--- src/sv/twm_pkg.sv ---
// Shared types and constants for the two-wire bus master byte engine.
// No dependencies; used by twm_engine, two_wire_master_byte_engine and tb_top.
`default_nettype none

package twm_pkg;

    // Command codes carried on the input channel.
    localparam logic [2:0] CMD_NONE     = 3'd0;
    localparam logic [2:0] CMD_START    = 3'd1;
    localparam logic [2:0] CMD_STOP     = 3'd2;
    localparam logic [2:0] CMD_WRITE    = 3'd3;
    localparam logic [2:0] CMD_RD_ACK   = 3'd4;
    localparam logic [2:0] CMD_RD_NACK  = 3'd5;
    localparam logic [2:0] CMD_CHK_ACK  = 3'd6;
    localparam logic [2:0] CMD_RESERVED = 3'd7;

    localparam logic [7:0] PHASE_TICKS_RESET = 8'd9;

    // A segment is the run of line changes between two waits.
    localparam int unsigned SEG_W = 5;
    localparam logic [SEG_W-1:0] SEG_FIRST     = 5'd0;
    localparam logic [SEG_W-1:0] SEG_SECOND    = 5'd1;
    localparam logic [SEG_W-1:0] SEG_THIRD     = 5'd2;
    localparam logic [SEG_W-1:0] SEG_FOURTH    = 5'd3;
    localparam logic [SEG_W-1:0] SEG_LAST_BIT  = 5'd16;
    localparam logic [SEG_W-1:0] SEG_TAIL_A    = 5'd17;
    localparam logic [SEG_W-1:0] SEG_TAIL_B    = 5'd18;
    localparam logic [SEG_W-1:0] SEG_TAIL_C    = 5'd19;

    typedef struct packed {
        logic       scl_level;
        logic       sda_level;
        logic       sda_drive;
        logic       busy_res;
        logic       done_res;
        logic [7:0] rd_byte;
        logic       ack_seen;
    } t_result;

    typedef struct packed {
        logic idle;
        logic counting;
    } t_eng_stat;

endpackage

`default_nettype wire

--- src/sv/two_wire_master_byte_engine.sv ---
// Top level of the two-wire bus master: input register, phase register,
// sequencing engine and result register. Depends on twm_pkg and twm_engine.
//
//  Channel | Direction | Handshake                  | Payload
//  --------+-----------+----------------------------+------------------------------
//  in      | to block  | i_in_valid / o_in_stall    | i_cmd, i_wr_byte, i_sda_in
//  out     | from block| o_out_valid / i_out_stall  | o_scl_level .. o_ack_seen
//  cfg     | to block  | i_cfg_wr_en                | i_cfg_wr_data (phase_ticks)
//
// Every accepted item is one bus tick and produces exactly one result item.
// An item waits in the input register and is evaluated into the result register once
// it is empty or read, so one item per cycle flows while the output is not stalled.
// The engine state advances only when an item moves into the result register.
// A stalled result holds; the input side stalls only while both registers are full.
// Reset is synchronous and active low; it clears both valid flags and the bus state.
`default_nettype none

module two_wire_master_byte_engine (
    input  wire logic       i_clk,
    input  wire logic       i_rst_n,
    input  wire logic       i_cfg_wr_en,
    input  wire logic [7:0] i_cfg_wr_data,
    input  wire logic       i_in_valid,
    output logic            o_in_stall,
    input  wire logic [2:0] i_cmd,
    input  wire logic [7:0] i_wr_byte,
    input  wire logic       i_sda_in,
    output logic            o_out_valid,
    input  wire logic       i_out_stall,
    output logic            o_scl_level,
    output logic            o_sda_level,
    output logic            o_sda_drive,
    output logic            o_busy_res,
    output logic            o_done_res,
    output logic [7:0]      o_rd_byte,
    output logic            o_ack_seen
);

    logic [7:0]          r_phase_ticks;
    logic                r_in_valid;
    logic [2:0]          r_cmd;
    logic [7:0]          r_wr_byte;
    logic                r_sda_in;
    logic                r_out_valid;
    twm_pkg::t_result    r_result;
    twm_pkg::t_result    eng_result;
    twm_pkg::t_eng_stat  eng_stat;
    logic                step;
    logic                in_take;

    assign step       = r_in_valid && (!r_out_valid || !i_out_stall);
    assign o_in_stall = r_in_valid && !step;
    assign in_take    = i_in_valid && !o_in_stall;

    always_ff @(posedge i_clk) begin
        if (!i_rst_n) begin
            r_phase_ticks <= twm_pkg::PHASE_TICKS_RESET;
        end else if (i_cfg_wr_en) begin
            r_phase_ticks <= i_cfg_wr_data;
        end
    end

    always_ff @(posedge i_clk) begin
        if (!i_rst_n) begin
            r_in_valid <= 1'b0;
        end else if (in_take) begin
            r_in_valid <= 1'b1;
        end else if (step) begin
            r_in_valid <= 1'b0;
        end
    end

    always_ff @(posedge i_clk) begin
        if (in_take) begin
            r_cmd     <= i_cmd;
            r_wr_byte <= i_wr_byte;
            r_sda_in  <= i_sda_in;
        end
    end

    twm_engine u_engine (
        .i_clk         (i_clk),
        .i_rst_n       (i_rst_n),
        .i_step        (step),
        .i_phase_ticks (r_phase_ticks),
        .i_cmd         (r_cmd),
        .i_wr_byte     (r_wr_byte),
        .i_sda_in      (r_sda_in),
        .o_result      (eng_result),
        .o_stat        (eng_stat)
    );

    always_ff @(posedge i_clk) begin
        if (!i_rst_n) begin
            r_out_valid <= 1'b0;
        end else if (step) begin
            r_out_valid <= 1'b1;
        end else if (!i_out_stall) begin
            r_out_valid <= 1'b0;
        end
    end

    always_ff @(posedge i_clk) begin
        if (step) begin
            r_result <= eng_result;
        end
    end

    assign o_out_valid = r_out_valid;
    assign o_scl_level = r_result.scl_level;
    assign o_sda_level = r_result.sda_level;
    assign o_sda_drive = r_result.sda_drive;
    assign o_busy_res  = r_result.busy_res;
    assign o_done_res  = r_result.done_res;
    assign o_rd_byte   = r_result.rd_byte;
    assign o_ack_seen  = r_result.ack_seen;

`ifndef ASSERT_OFF
    // A completing command leaves the engine idle on the same tick.
    a_done_not_busy: assert property (@(posedge i_clk) disable iff (!i_rst_n)
        o_out_valid && o_done_res |-> !o_busy_res)
        else $error("done reported while still busy");

    // A wait is only ever counted while a command is active.
    a_wait_needs_cmd: assert property (@(posedge i_clk) disable iff (!i_rst_n)
        eng_stat.counting |-> !eng_stat.idle)
        else $error("wait counter running while idle");

    // Every evaluated tick lands in the result register.
    a_step_fills_out: assert property (@(posedge i_clk) disable iff (!i_rst_n)
        step |=> r_out_valid)
        else $error("evaluated item lost");

    // The input side only stalls when both registers are occupied and blocked.
    a_stall_cause: assert property (@(posedge i_clk) disable iff (!i_rst_n)
        o_in_stall |-> r_in_valid && r_out_valid && i_out_stall)
        else $error("input stalled without a full pipeline");
`endif

endmodule

`default_nettype wire

--- src/sv/twm_engine.sv ---
// Bus sequencing engine: holds the command state and line registers and
// computes the result of one tick. Depends on twm_pkg.
`default_nettype none

module twm_engine (
    input  wire logic             i_clk,
    input  wire logic             i_rst_n,
    input  wire logic             i_step,
    input  wire logic [7:0]       i_phase_ticks,
    input  wire logic [2:0]       i_cmd,
    input  wire logic [7:0]       i_wr_byte,
    input  wire logic             i_sda_in,
    output twm_pkg::t_result      o_result,
    output twm_pkg::t_eng_stat    o_stat
);

    logic [2:0]                 r_op,    n_op;
    logic [7:0]                 r_wait,  n_wait;
    logic [twm_pkg::SEG_W-1:0]  r_seg,   n_seg;
    logic [7:0]                 r_shift, n_shift;
    logic [7:0]                 r_rd,    n_rd;
    logic                       r_ack,   n_ack;
    logic                       r_scl,   n_scl;
    logic                       r_sda,   n_sda;
    logic                       r_drv,   n_drv;

    logic                       idle;
    logic                       launch;
    logic [2:0]                 op_eff;
    logic [twm_pkg::SEG_W-1:0]  seg_eff;
    logic [7:0]                 shift_eff;
    logic                       fin;
    logic                       done;

    assign idle   = (r_op == twm_pkg::CMD_NONE);
    assign launch = idle && (i_cmd != twm_pkg::CMD_NONE) && (i_cmd != twm_pkg::CMD_RESERVED);

    always_comb begin
        op_eff    = launch ? i_cmd : r_op;
        seg_eff   = launch ? twm_pkg::SEG_FIRST : r_seg;
        shift_eff = (launch && i_cmd == twm_pkg::CMD_WRITE) ? i_wr_byte : r_shift;

        n_op    = r_op;
        n_wait  = r_wait;
        n_seg   = r_seg;
        n_shift = r_shift;
        n_rd    = r_rd;
        n_ack   = r_ack;
        n_scl   = r_scl;
        n_sda   = r_sda;
        n_drv   = r_drv;
        fin     = 1'b0;
        done    = 1'b0;

        if (!idle && r_wait != 8'd0) begin
            n_wait = r_wait - 8'd1;
        end else if (launch || !idle) begin
            n_shift = shift_eff;
            unique case (op_eff)
                twm_pkg::CMD_START: begin
                    priority if (seg_eff == twm_pkg::SEG_FIRST) begin
                        n_drv = 1'b1;
                        n_scl = 1'b1;
                    end else if (seg_eff == twm_pkg::SEG_SECOND) begin
                        n_sda = 1'b1;
                    end else if (seg_eff == twm_pkg::SEG_THIRD) begin
                        n_sda = 1'b0;
                    end else if (seg_eff == twm_pkg::SEG_FOURTH) begin
                        n_scl = 1'b0;
                        fin   = 1'b1;
                    end else begin
                        fin = 1'b1;
                    end
                end
                twm_pkg::CMD_STOP: begin
                    priority if (seg_eff == twm_pkg::SEG_FIRST) begin
                        n_drv = 1'b1;
                        n_sda = 1'b0;
                    end else if (seg_eff == twm_pkg::SEG_SECOND) begin
                        n_scl = 1'b0;
                    end else if (seg_eff == twm_pkg::SEG_THIRD) begin
                        n_scl = 1'b1;
                    end else if (seg_eff == twm_pkg::SEG_FOURTH) begin
                        n_sda = 1'b1;
                        fin   = 1'b1;
                    end else begin
                        fin = 1'b1;
                    end
                end
                twm_pkg::CMD_WRITE: begin
                    priority if (seg_eff == twm_pkg::SEG_FIRST) begin
                        n_sda = shift_eff[7];
                    end else if (seg_eff == twm_pkg::SEG_LAST_BIT) begin
                        // After the last bit, shift, release data and hold the clock high for the ack.
                        n_shift = {shift_eff[6:0], 1'b0};
                        n_drv   = 1'b0;
                        n_scl   = 1'b1;
                    end else if (seg_eff == twm_pkg::SEG_TAIL_A) begin
                        n_scl = 1'b0;
                    end else if (seg_eff == twm_pkg::SEG_TAIL_B) begin
                        n_drv = 1'b1;
                        fin   = 1'b1;
                    end else if (seg_eff > twm_pkg::SEG_TAIL_B) begin
                        fin = 1'b1;
                    end else if (seg_eff[0]) begin
                        n_scl = 1'b1;
                    end else begin
                        // Falling edge, shift, and present the next bit.
                        n_scl   = 1'b0;
                        n_shift = {shift_eff[6:0], 1'b0};
                        n_sda   = shift_eff[6];
                    end
                end
                twm_pkg::CMD_RD_ACK, twm_pkg::CMD_RD_NACK: begin
                    priority if (seg_eff == twm_pkg::SEG_FIRST) begin
                        n_drv = 1'b0;
                    end else if (seg_eff == twm_pkg::SEG_TAIL_A) begin
                        n_drv = 1'b1;
                        n_rd  = shift_eff;
                        n_sda = (op_eff != twm_pkg::CMD_RD_ACK);
                    end else if (seg_eff == twm_pkg::SEG_TAIL_B) begin
                        n_scl = 1'b1;
                    end else if (seg_eff == twm_pkg::SEG_TAIL_C) begin
                        n_scl = 1'b0;
                        fin   = 1'b1;
                    end else if (seg_eff > twm_pkg::SEG_TAIL_C) begin
                        fin = 1'b1;
                    end else if (seg_eff[0]) begin
                        n_scl = 1'b1;
                    end else begin
                        n_shift = {shift_eff[6:0], i_sda_in};
                        n_scl   = 1'b0;
                    end
                end
                twm_pkg::CMD_CHK_ACK: begin
                    priority if (seg_eff == twm_pkg::SEG_FIRST) begin
                        n_drv = 1'b0;
                        n_scl = 1'b1;
                    end else if (seg_eff == twm_pkg::SEG_SECOND) begin
                        n_ack = ~i_sda_in;
                        n_scl = 1'b0;
                        n_drv = 1'b1;
                        fin   = 1'b1;
                    end else begin
                        fin = 1'b1;
                    end
                end
                default: begin
                    fin = 1'b1;
                end
            endcase

            if (fin) begin
                n_op   = twm_pkg::CMD_NONE;
                n_seg  = twm_pkg::SEG_FIRST;
                n_wait = 8'd0;
                done   = 1'b1;
            end else begin
                n_op   = op_eff;
                n_seg  = seg_eff + 5'd1;
                n_wait = (i_phase_ticks != 8'd0) ? i_phase_ticks - 8'd1 : 8'd0;
            end
        end
    end

    always_ff @(posedge i_clk) begin
        if (!i_rst_n) begin
            r_op    <= twm_pkg::CMD_NONE;
            r_wait  <= 8'd0;
            r_seg   <= twm_pkg::SEG_FIRST;
            r_shift <= 8'd0;
            r_rd    <= 8'd0;
            r_ack   <= 1'b0;
            r_scl   <= 1'b1;
            r_sda   <= 1'b1;
            r_drv   <= 1'b1;
        end else if (i_step) begin
            r_op    <= n_op;
            r_wait  <= n_wait;
            r_seg   <= n_seg;
            r_shift <= n_shift;
            r_rd    <= n_rd;
            r_ack   <= n_ack;
            r_scl   <= n_scl;
            r_sda   <= n_sda;
            r_drv   <= n_drv;
        end
    end

    always_comb begin
        o_result.scl_level = n_scl;
        o_result.sda_level = n_sda;
        o_result.sda_drive = n_drv;
        o_result.busy_res  = (n_op != twm_pkg::CMD_NONE);
        o_result.done_res  = done;
        o_result.rd_byte   = n_rd;
        o_result.ack_seen  = n_ack;
        o_stat.idle        = idle;
        o_stat.counting    = (r_wait != 8'd0);
    end

endmodule

`default_nettype wire

--- config.mk ---
export PLATFORM = sky130hd
export DESIGN_NAME = two_wire_master_byte_engine
export DESIGN_NICKNAME = d
export VERILOG_FILES = /design/src/sv/twm_pkg.sv /design/src/sv/two_wire_master_byte_engine.sv /design/src/sv/twm_engine.sv
export SDC_FILE = /design/constraint.sdc
export NUM_CORES = 1
export LEC_CHECK = 0
export BUFFER_PORTS_ARGS = -buffer_cell sky130_fd_sc_hd__buf_2
export CAP_MARGIN = 10
export CORE_MARGIN = 1.5
export CORE_UTILIZATION = 59
export CTS_CLUSTER_DIAMETER = 200
export DETAILED_ROUTE_END_ITERATION = 16
export PLACE_DENSITY = 0.83
export REMOVE_ABC_BUFFERS = 1
export SETUP_SLACK_MARGIN = 0.5
export SLEW_MARGIN = 10
export SYNTH_ARGS = -nofsm -noshare
export SYNTH_HDL_FRONTEND = slang
export SYNTH_HIERARCHICAL = 1
export SYNTH_SLANG_ARGS = --single-unit
export TNS_END_PERCENT = 10
--- constraint.sdc ---
create_clock -name i_clk -period 4.2 [get_ports i_clk]
set_input_delay 0 -clock i_clk [delete_from_list [all_inputs] [get_ports i_clk]]
set_output_delay 0 -clock i_clk [all_outputs]
set_load 0.05 [all_outputs]
==> impl_results.md, run 1 <==
* Count of endpoints failing hold in the final timing report at 0
* Remaining global-route overflow at 0
* CTS Buf Count at 9
* Maximum number of buffers from clock root to sink at 2
* Warnings from Yosys at 6
* Critical Path End Type: register
* Clock latency on the worst-skew pair at about 0.35 ns
* GRT Total Usage at 0.297
* Number of DRC violations after detailed routing at 0
* Syn Std Cell Area at 0.00414 mm^2
* Worst Setup Slack, final at ~1 ns
* Data arrival time of the worst path at between 3 and 4 ns
* Share of post-route cells with drive strength above 1 at 0.147
* Launching element type of the critical path: register
* Maximum fanout encountered on the critical timing path at 15
* Storage cell area at roughly 0.0017 mm^2
* First-pass GRT wire length at approximately 17 mm
* Number of placed cells counting well taps at 567
* Max Clock Skew at between 0.015 and 0.02 ns
* Worst slew margin relative to its limit at 0.349
* Commonest non-fill, non-tap cells in the layout: nor2_1, dfxtp_1, buf_2
* Reported leakage power at 1.82 nW
* Number of DRC markers in iteration 0 at 417
* Summed negative setup slack over all endpoints at 0 ns
* Vias per Instance at ~6.4
* Horizontal die dimension at between 80 and 90 um
* Clock Sink Count at 72
* Worst reg-to-reg path cell count at 7
* Vias post-DR at around 3900
* Slew Viols, Final at 0
* Antenna violation net count after detailed routing at 0
* Clock Tree Root: clkbuf_8
* Syn avg cell area at roughly 9 um^2
* Routed length per instance at between 15 and 20 um
* Count of maximum capacitance violations at 0
* H-Tree Level Count at 3
* Hold Crit Depth at 3
* Routability congestion estimate at 0.968
* Minimum clock period after layout at about 3.2 ns
* Setup violations, final at 0
* Fin cells at between 600 and 700
* Antenna violations before repair at 0
* Worst slew pin tran at ~0.97 ns
* Post-Route WL at approximately 11 mm
* Clock edge transition at the registers on the reported setup and hold paths at approximately 0.080 ns
* Post-Synthesis Cells at 463
* Fillcell total at 501
* WS Path Type: reg -> reg
* Result of the run: finished clean
* Hold buffer count at CTS at 22
* Die ar. at 0.00753 mm^2
* Cells resized by post-CTS repair at 0
* TritonCTS clock tree: yes
* Rows at 30
* Most common cell after layout, fill and taps aside: nor2_1
* Core area at slightly below 0.007 mm^2
* Final period util at 0.762
* Number of nets in the layout at approximately 530
* Height of the die at 86.8 um
* Number of ports placed on the die boundary at 41
* Worst EP required at around 4.5 ns
* Maximum number of pins on one net before global-route repair at 29
* Starting density of the core at 0.610
* Total power divided by cell area at 355 mW/mm^2
* Setup repair after global routing missed its margin: false
* Ant. Diodes at 0
* Area growth syn-to-layout at 14.1%
* Combined area of the multi-input logic cells at around 0.0022 mm^2
* Post-detailed-placement half-perimeter wirelength at between 6 and 7 mm
* First-pass iteration count of the detailed router at 5
* Maximum vdd ir drop at a little under 0.0003 V
* Worst slack at placement at approximately 1.1 ns
* Port bufs at 40
* Number of setup buffers added after CTS at 0
* Hold Path Class: in -> reg
* Via count of the first global-routing pass at about 3500
* Upper clock frequency limit at between 300 and 400 MHz
-- layout make-up --
type / instances / share of cell area
Inverter: 12 / 0.0122
Sequential cell: 72 / 0.360
Clock inverter: 6 / 0.0143
Multi-Input combinational cell: 343 / 0.466
Clock buffer: 10 / 0.0270
Tap cell: 96 / 0.0254
Timing Repair Buffer: 66 / 0.0953
-- flip-flops by register name, summed over array words and instances, names as in the netlist, 3 cells and up --
signal / flops
u_engine/r_shift: 8
o_rd_byte: 8
r_cmd: 3
r_phase_ticks: 8
u_engine/r_seg: 5
u_engine/r_wait: 8
r_wr_byte: 8
u_engine/r_rd: 8
u_engine/r_op: 3
-- worst max-delay path: stages, from the launching register on --
cell and delay, ns:
dfxtp_1 0.45, or3_1 0.61, clkinv_8 0.12, and3_1 0.39, o21ai_1 0.33, nor2_1 0.84
nor2_1 0.09, a311oi_1 0.27
-- final timing paths --
| kind | slack, ns | from | endpoint |
|---|---|---|---|
| setup / recovery | 1.00 | u_engine/r_op[2]$_SDFFE_PN0P_ | u_engine/r_rd[1]$_SDFFE_PN0P_ |
| hold / removal | 0.06 | i_cfg_wr_en | r_phase_ticks[3]$_SDFFE_PN1P_ |
| setup reg to reg | 1.00 | u_engine/r_op[2]$_SDFFE_PN0P_ | u_engine/r_rd[1]$_SDFFE_PN0P_ |
| hold reg to reg | 0.46 | u_engine/r_shift[6]$_SDFFE_PN0P_ | u_engine/r_shift[6]$_SDFFE_PN0P_ |
-- report_power, final --
part	switching (W)	total [W]	internal, W
logic	0.000212	0.000340	0.000128
clock network	0.000264	0.000541	0.000276
registers	0.0000369	0.000796	0.000759
-- stage by stage --
step	utilization	instance area [um^2]	total power (W)	hold WS (ns)
after global placement	0.635	4310	0.00112	0.176
final	0.696	4730	0.00168	0.0643
after CTS	0.696	4730	0.00168	0.0416
after detailed placement	0.635	4310	0.00112	0.178
after floorplan	-	3960	0.00103	0.0619
after global routing	0.696	4730	0.00175	0.0452
-- per-layer routing --
layer	vias to the layer above	wire, um	part of all wire	GRT usage
li1	1829	-	-	-
met1	1805	4420	0.42	0.390
met2	205	5040	0.48	0.465
met3	22	922	0.087	0.0762
met4	0	210	0.020	0.123
met5	-	0	0	0
Note: power is estimated with default switching activity, not from simulation.
==> run 2, diff against run 1 <==
==> constraint.sdc (replaced) <==
create_clock -name i_clk -period 3.2 [get_ports i_clk]
set_input_delay 0 -clock i_clk [delete_from_list [all_inputs] [get_ports i_clk]]
set_output_delay 0 -clock i_clk [all_outputs]
set_load 0.05 [all_outputs]
==> run 2 against run 1 <==
Against the previous run: clock skew fell by 0.00069 ns; worst setup slack got worse by 0.49 ns; non-clock buffer count is 12 higher; critical path type unchanged; largest power group unchanged.
==> impl_results.md, run 2 (synthesis results as in run 1) <==
* Maximum number of pins on one net before global-route repair at 29 (unchanged)
* Launching element type of the critical path: register (unchanged)
* WS Path Type: reg -> reg (unchanged)
* Instance area at placement at 0.00440 mm^2 (was 0.00431 mm^2)
* First-pass GRT wire length at 17.8 mm (was 17.2 mm)
* Rows at 30 (unchanged)
* Minimum clock period after layout at 2.69 ns (was 3.20 ns)
* Starting density of the core at 0.610 (unchanged)
* Count of endpoints failing hold in the final timing report at 0 (unchanged)
* Share of post-route cells with drive strength above 1 at 0.175 (was 0.147)
* Number of setup buffers added after CTS at 0 (unchanged)
* Die ar. at 0.00753 mm^2 (unchanged)
* List of cells traversed by the critical path: nor2b_1 > a31oi_1 > nor2_1 > a311o_1 > or4_1 > a21oi_1 (was or3_1 > clkinv_8 > and3_1 > o21ai_1 > nor2_1 > nor2_1 > a311oi_1)
* Final period util at 0.841 (was 0.762)
* Maximum number of buffers from clock root to sink at 2 (unchanged)
* Clock Sink Count at 72 (unchanged)
* Vias per Instance at 6.36 (was 6.38)
* Commonest non-fill, non-tap cells in the layout: nor2_1, dfxtp_1, buf_2 (unchanged)
* Worst slew margin relative to its limit at 0.320 (was 0.349)
* Critical Path Slowest Stage Cell: or4_1 (was nor2_1)
* Maximum fanout encountered on the critical timing path at 15 (unchanged)
* Number of nets in the layout at 545 (was 533)
* Upper clock frequency limit at 372 MHz (was 313 MHz)
* Reported leakage power at 1.89 nW (was 1.82 nW)
* Number of ports placed on the die boundary at 41 (unchanged)
* Clock Tree Root: clkbuf_8 (unchanged)
* Clock latency on the worst-skew pair at 0.35 ns (about the same)
* CTS Buf Count at 9 (unchanged)
* Post-detailed-placement half-perimeter wirelength at 7.31 mm (was 6.88 mm)
* Setup repair after global routing missed its margin: true (was false)
* Number of DRC violations after detailed routing at 0 (unchanged)
* Number of DRC markers in iteration 0 at 368 (was 417)
* Via count of the first global-routing pass at 3654 (was 3498)
* Slew Viols, Final at 0 (unchanged)
* Routed length per instance at 17.7 um (was 17.5 um)
* Port bufs at 40 (unchanged)
* Result of the run: finished clean (unchanged)
* Core occupancy in the finished layout at 0.715 (was 0.696)
* Fin cells at 617 (was 605)
* Worst EP required at 3.48 ns (was 4.46 ns)
* Cell area after layout at 0.00486 mm^2 (was 0.00473 mm^2)
* Hold Path Class: in -> reg (unchanged)
* Horizontal die dimension at 86.8 um (unchanged)
* Data arrival time of the worst path at 2.97 ns (was 3.45 ns)
* Overall power of the completed layout at 0.00228 W (was 0.00168 W)
* Critical Path End Type: register (unchanged)
* Antenna violations before repair at 0 (unchanged)
* First-pass iteration count of the detailed router at 6 (was 5)
* Summed negative setup slack over all endpoints at 0 ns (unchanged)
* Setup violations, final at 0 (unchanged)
* Total power divided by cell area at 469 mW/mm^2 (was 355 mW/mm^2)
* Routability congestion estimate at 1.01 (was 0.968)
* GRT Total Usage at 0.305 (was 0.297)
* Ant. Diodes at 0 (unchanged)
* Number of placed cells counting well taps at 579 (was 567)
* Largest stage delay on the critical path at 0.56 ns (was 0.84 ns)
* Max Clock Skew at 0.0150 ns (was 0.0157 ns)
* Clock edge transition at the registers on the reported setup and hold paths at 0.08 ns (about the same)
* Worst slew pin tran at 1.02 ns (was 0.975 ns)
* Count of maximum capacitance violations at 0 (unchanged)
* Height of the die at 86.8 um (unchanged)
* Most common cell after layout, fill and taps aside: nor2_1 (unchanged)
* Remaining global-route overflow at 0 (unchanged)
* Antenna violation net count after detailed routing at 0 (unchanged)
* H-Tree Level Count at 3 (unchanged)
* TritonCTS clock tree: yes (unchanged)
* Vias post-DR at 3923 (was 3861)
* Area growth syn-to-layout at 17.2% (was 14.1%)
* Core area at 0.00679 mm^2 (unchanged)
* Post-Route WL at 10.9 mm (was 10.6 mm)
* Maximum vdd ir drop at 0.000364 V (was 0.000294 V)
==> run 2: what timing repair did <==
action                                 CTS  global route
setup endpoints to repair               10            26
gates resized for setup                  1             4
endpoints found under the hold margin   22             0
hold buffers                            22             0
==> run 2: final timing paths <==
path | startpoint | endpoint | slack [ns] | cells after the start
worst max-delay path | r_cmd[1]$_DFFE_PP_ | u_engine/r_wait[5]$_SDFFE_PN0P_ | 0.51 | 6
worst min-delay path | i_cfg_wr_en | r_phase_ticks[0]$_SDFFE_PN1P_ | 0.07 | 3
worst max register to register | r_cmd[1]$_DFFE_PP_ | u_engine/r_wait[5]$_SDFFE_PN0P_ | 0.51 | 6
worst min register to register | u_engine/r_shift[6]$_SDFFE_PN0P_ | u_engine/r_shift[6]$_SDFFE_PN0P_ | 0.46 | 2
==> run 2: per-stage QoR <==
step | setup WS [ns] | hold slack (ns)
2_1_floorplan | -1.27 | 0.0619
3_3_place_gp | 0.365 | 0.176
3_5_place_dp | 0.363 | 0.179
4_1_cts | 0.352 | 0.0568
5_1_grt | 0.400 | 0.0701
6_report | 0.510 | 0.0739
==> run 2: power by group <==
| part | switching [W] | internal, W | leakage, nW | total, W |
|---|---|---|---|---|
| sequential | 0.0000405 | 0.000996 | 0.624 | 0.00104 |
| clock | 0.000351 | 0.000412 | 0.109 | 0.000763 |
| combinational | 0.000294 | 0.000183 | 1.16 | 0.000477 |
| total | 0.000686 | 0.00159 | 1.89 | 0.00228 |
==> run 2: worst max-delay path: cells and delay by family, from the launching register on <==
kind	cells	cell delay, ns
AOI/OAI and AO/OA	3	1.09
and+or+nand+nor	3	0.97
DFF	1	0.55
==> run 2: routing by layer <==
| layer | vias up | track usage | share of wire |
|---|---|---|---|
| li1 | 1843 | - | - |
| met1 | 1819 | 0.398 | 0.42 |
| met2 | 222 | 0.505 | 0.47 |
| met3 | 39 | 0.0505 | 0.082 |
| met4 | 0 | 0.119 | 0.023 |
| met5 | - | 0 | 0 |
==> run 2: area by class of cell <==
class / count / area, um^2
Multi-Input combinational cell: 343 / 2220
Inverter: 12 / 57.6
Clock inverter: 5 / 61.3
Tap cell: 96 / 120
Timing Repair Buffer: 78 / 541
Sequential cell: 72 / 1700
Fill cell: 487 / 1940
Clock buffer: 11 / 153
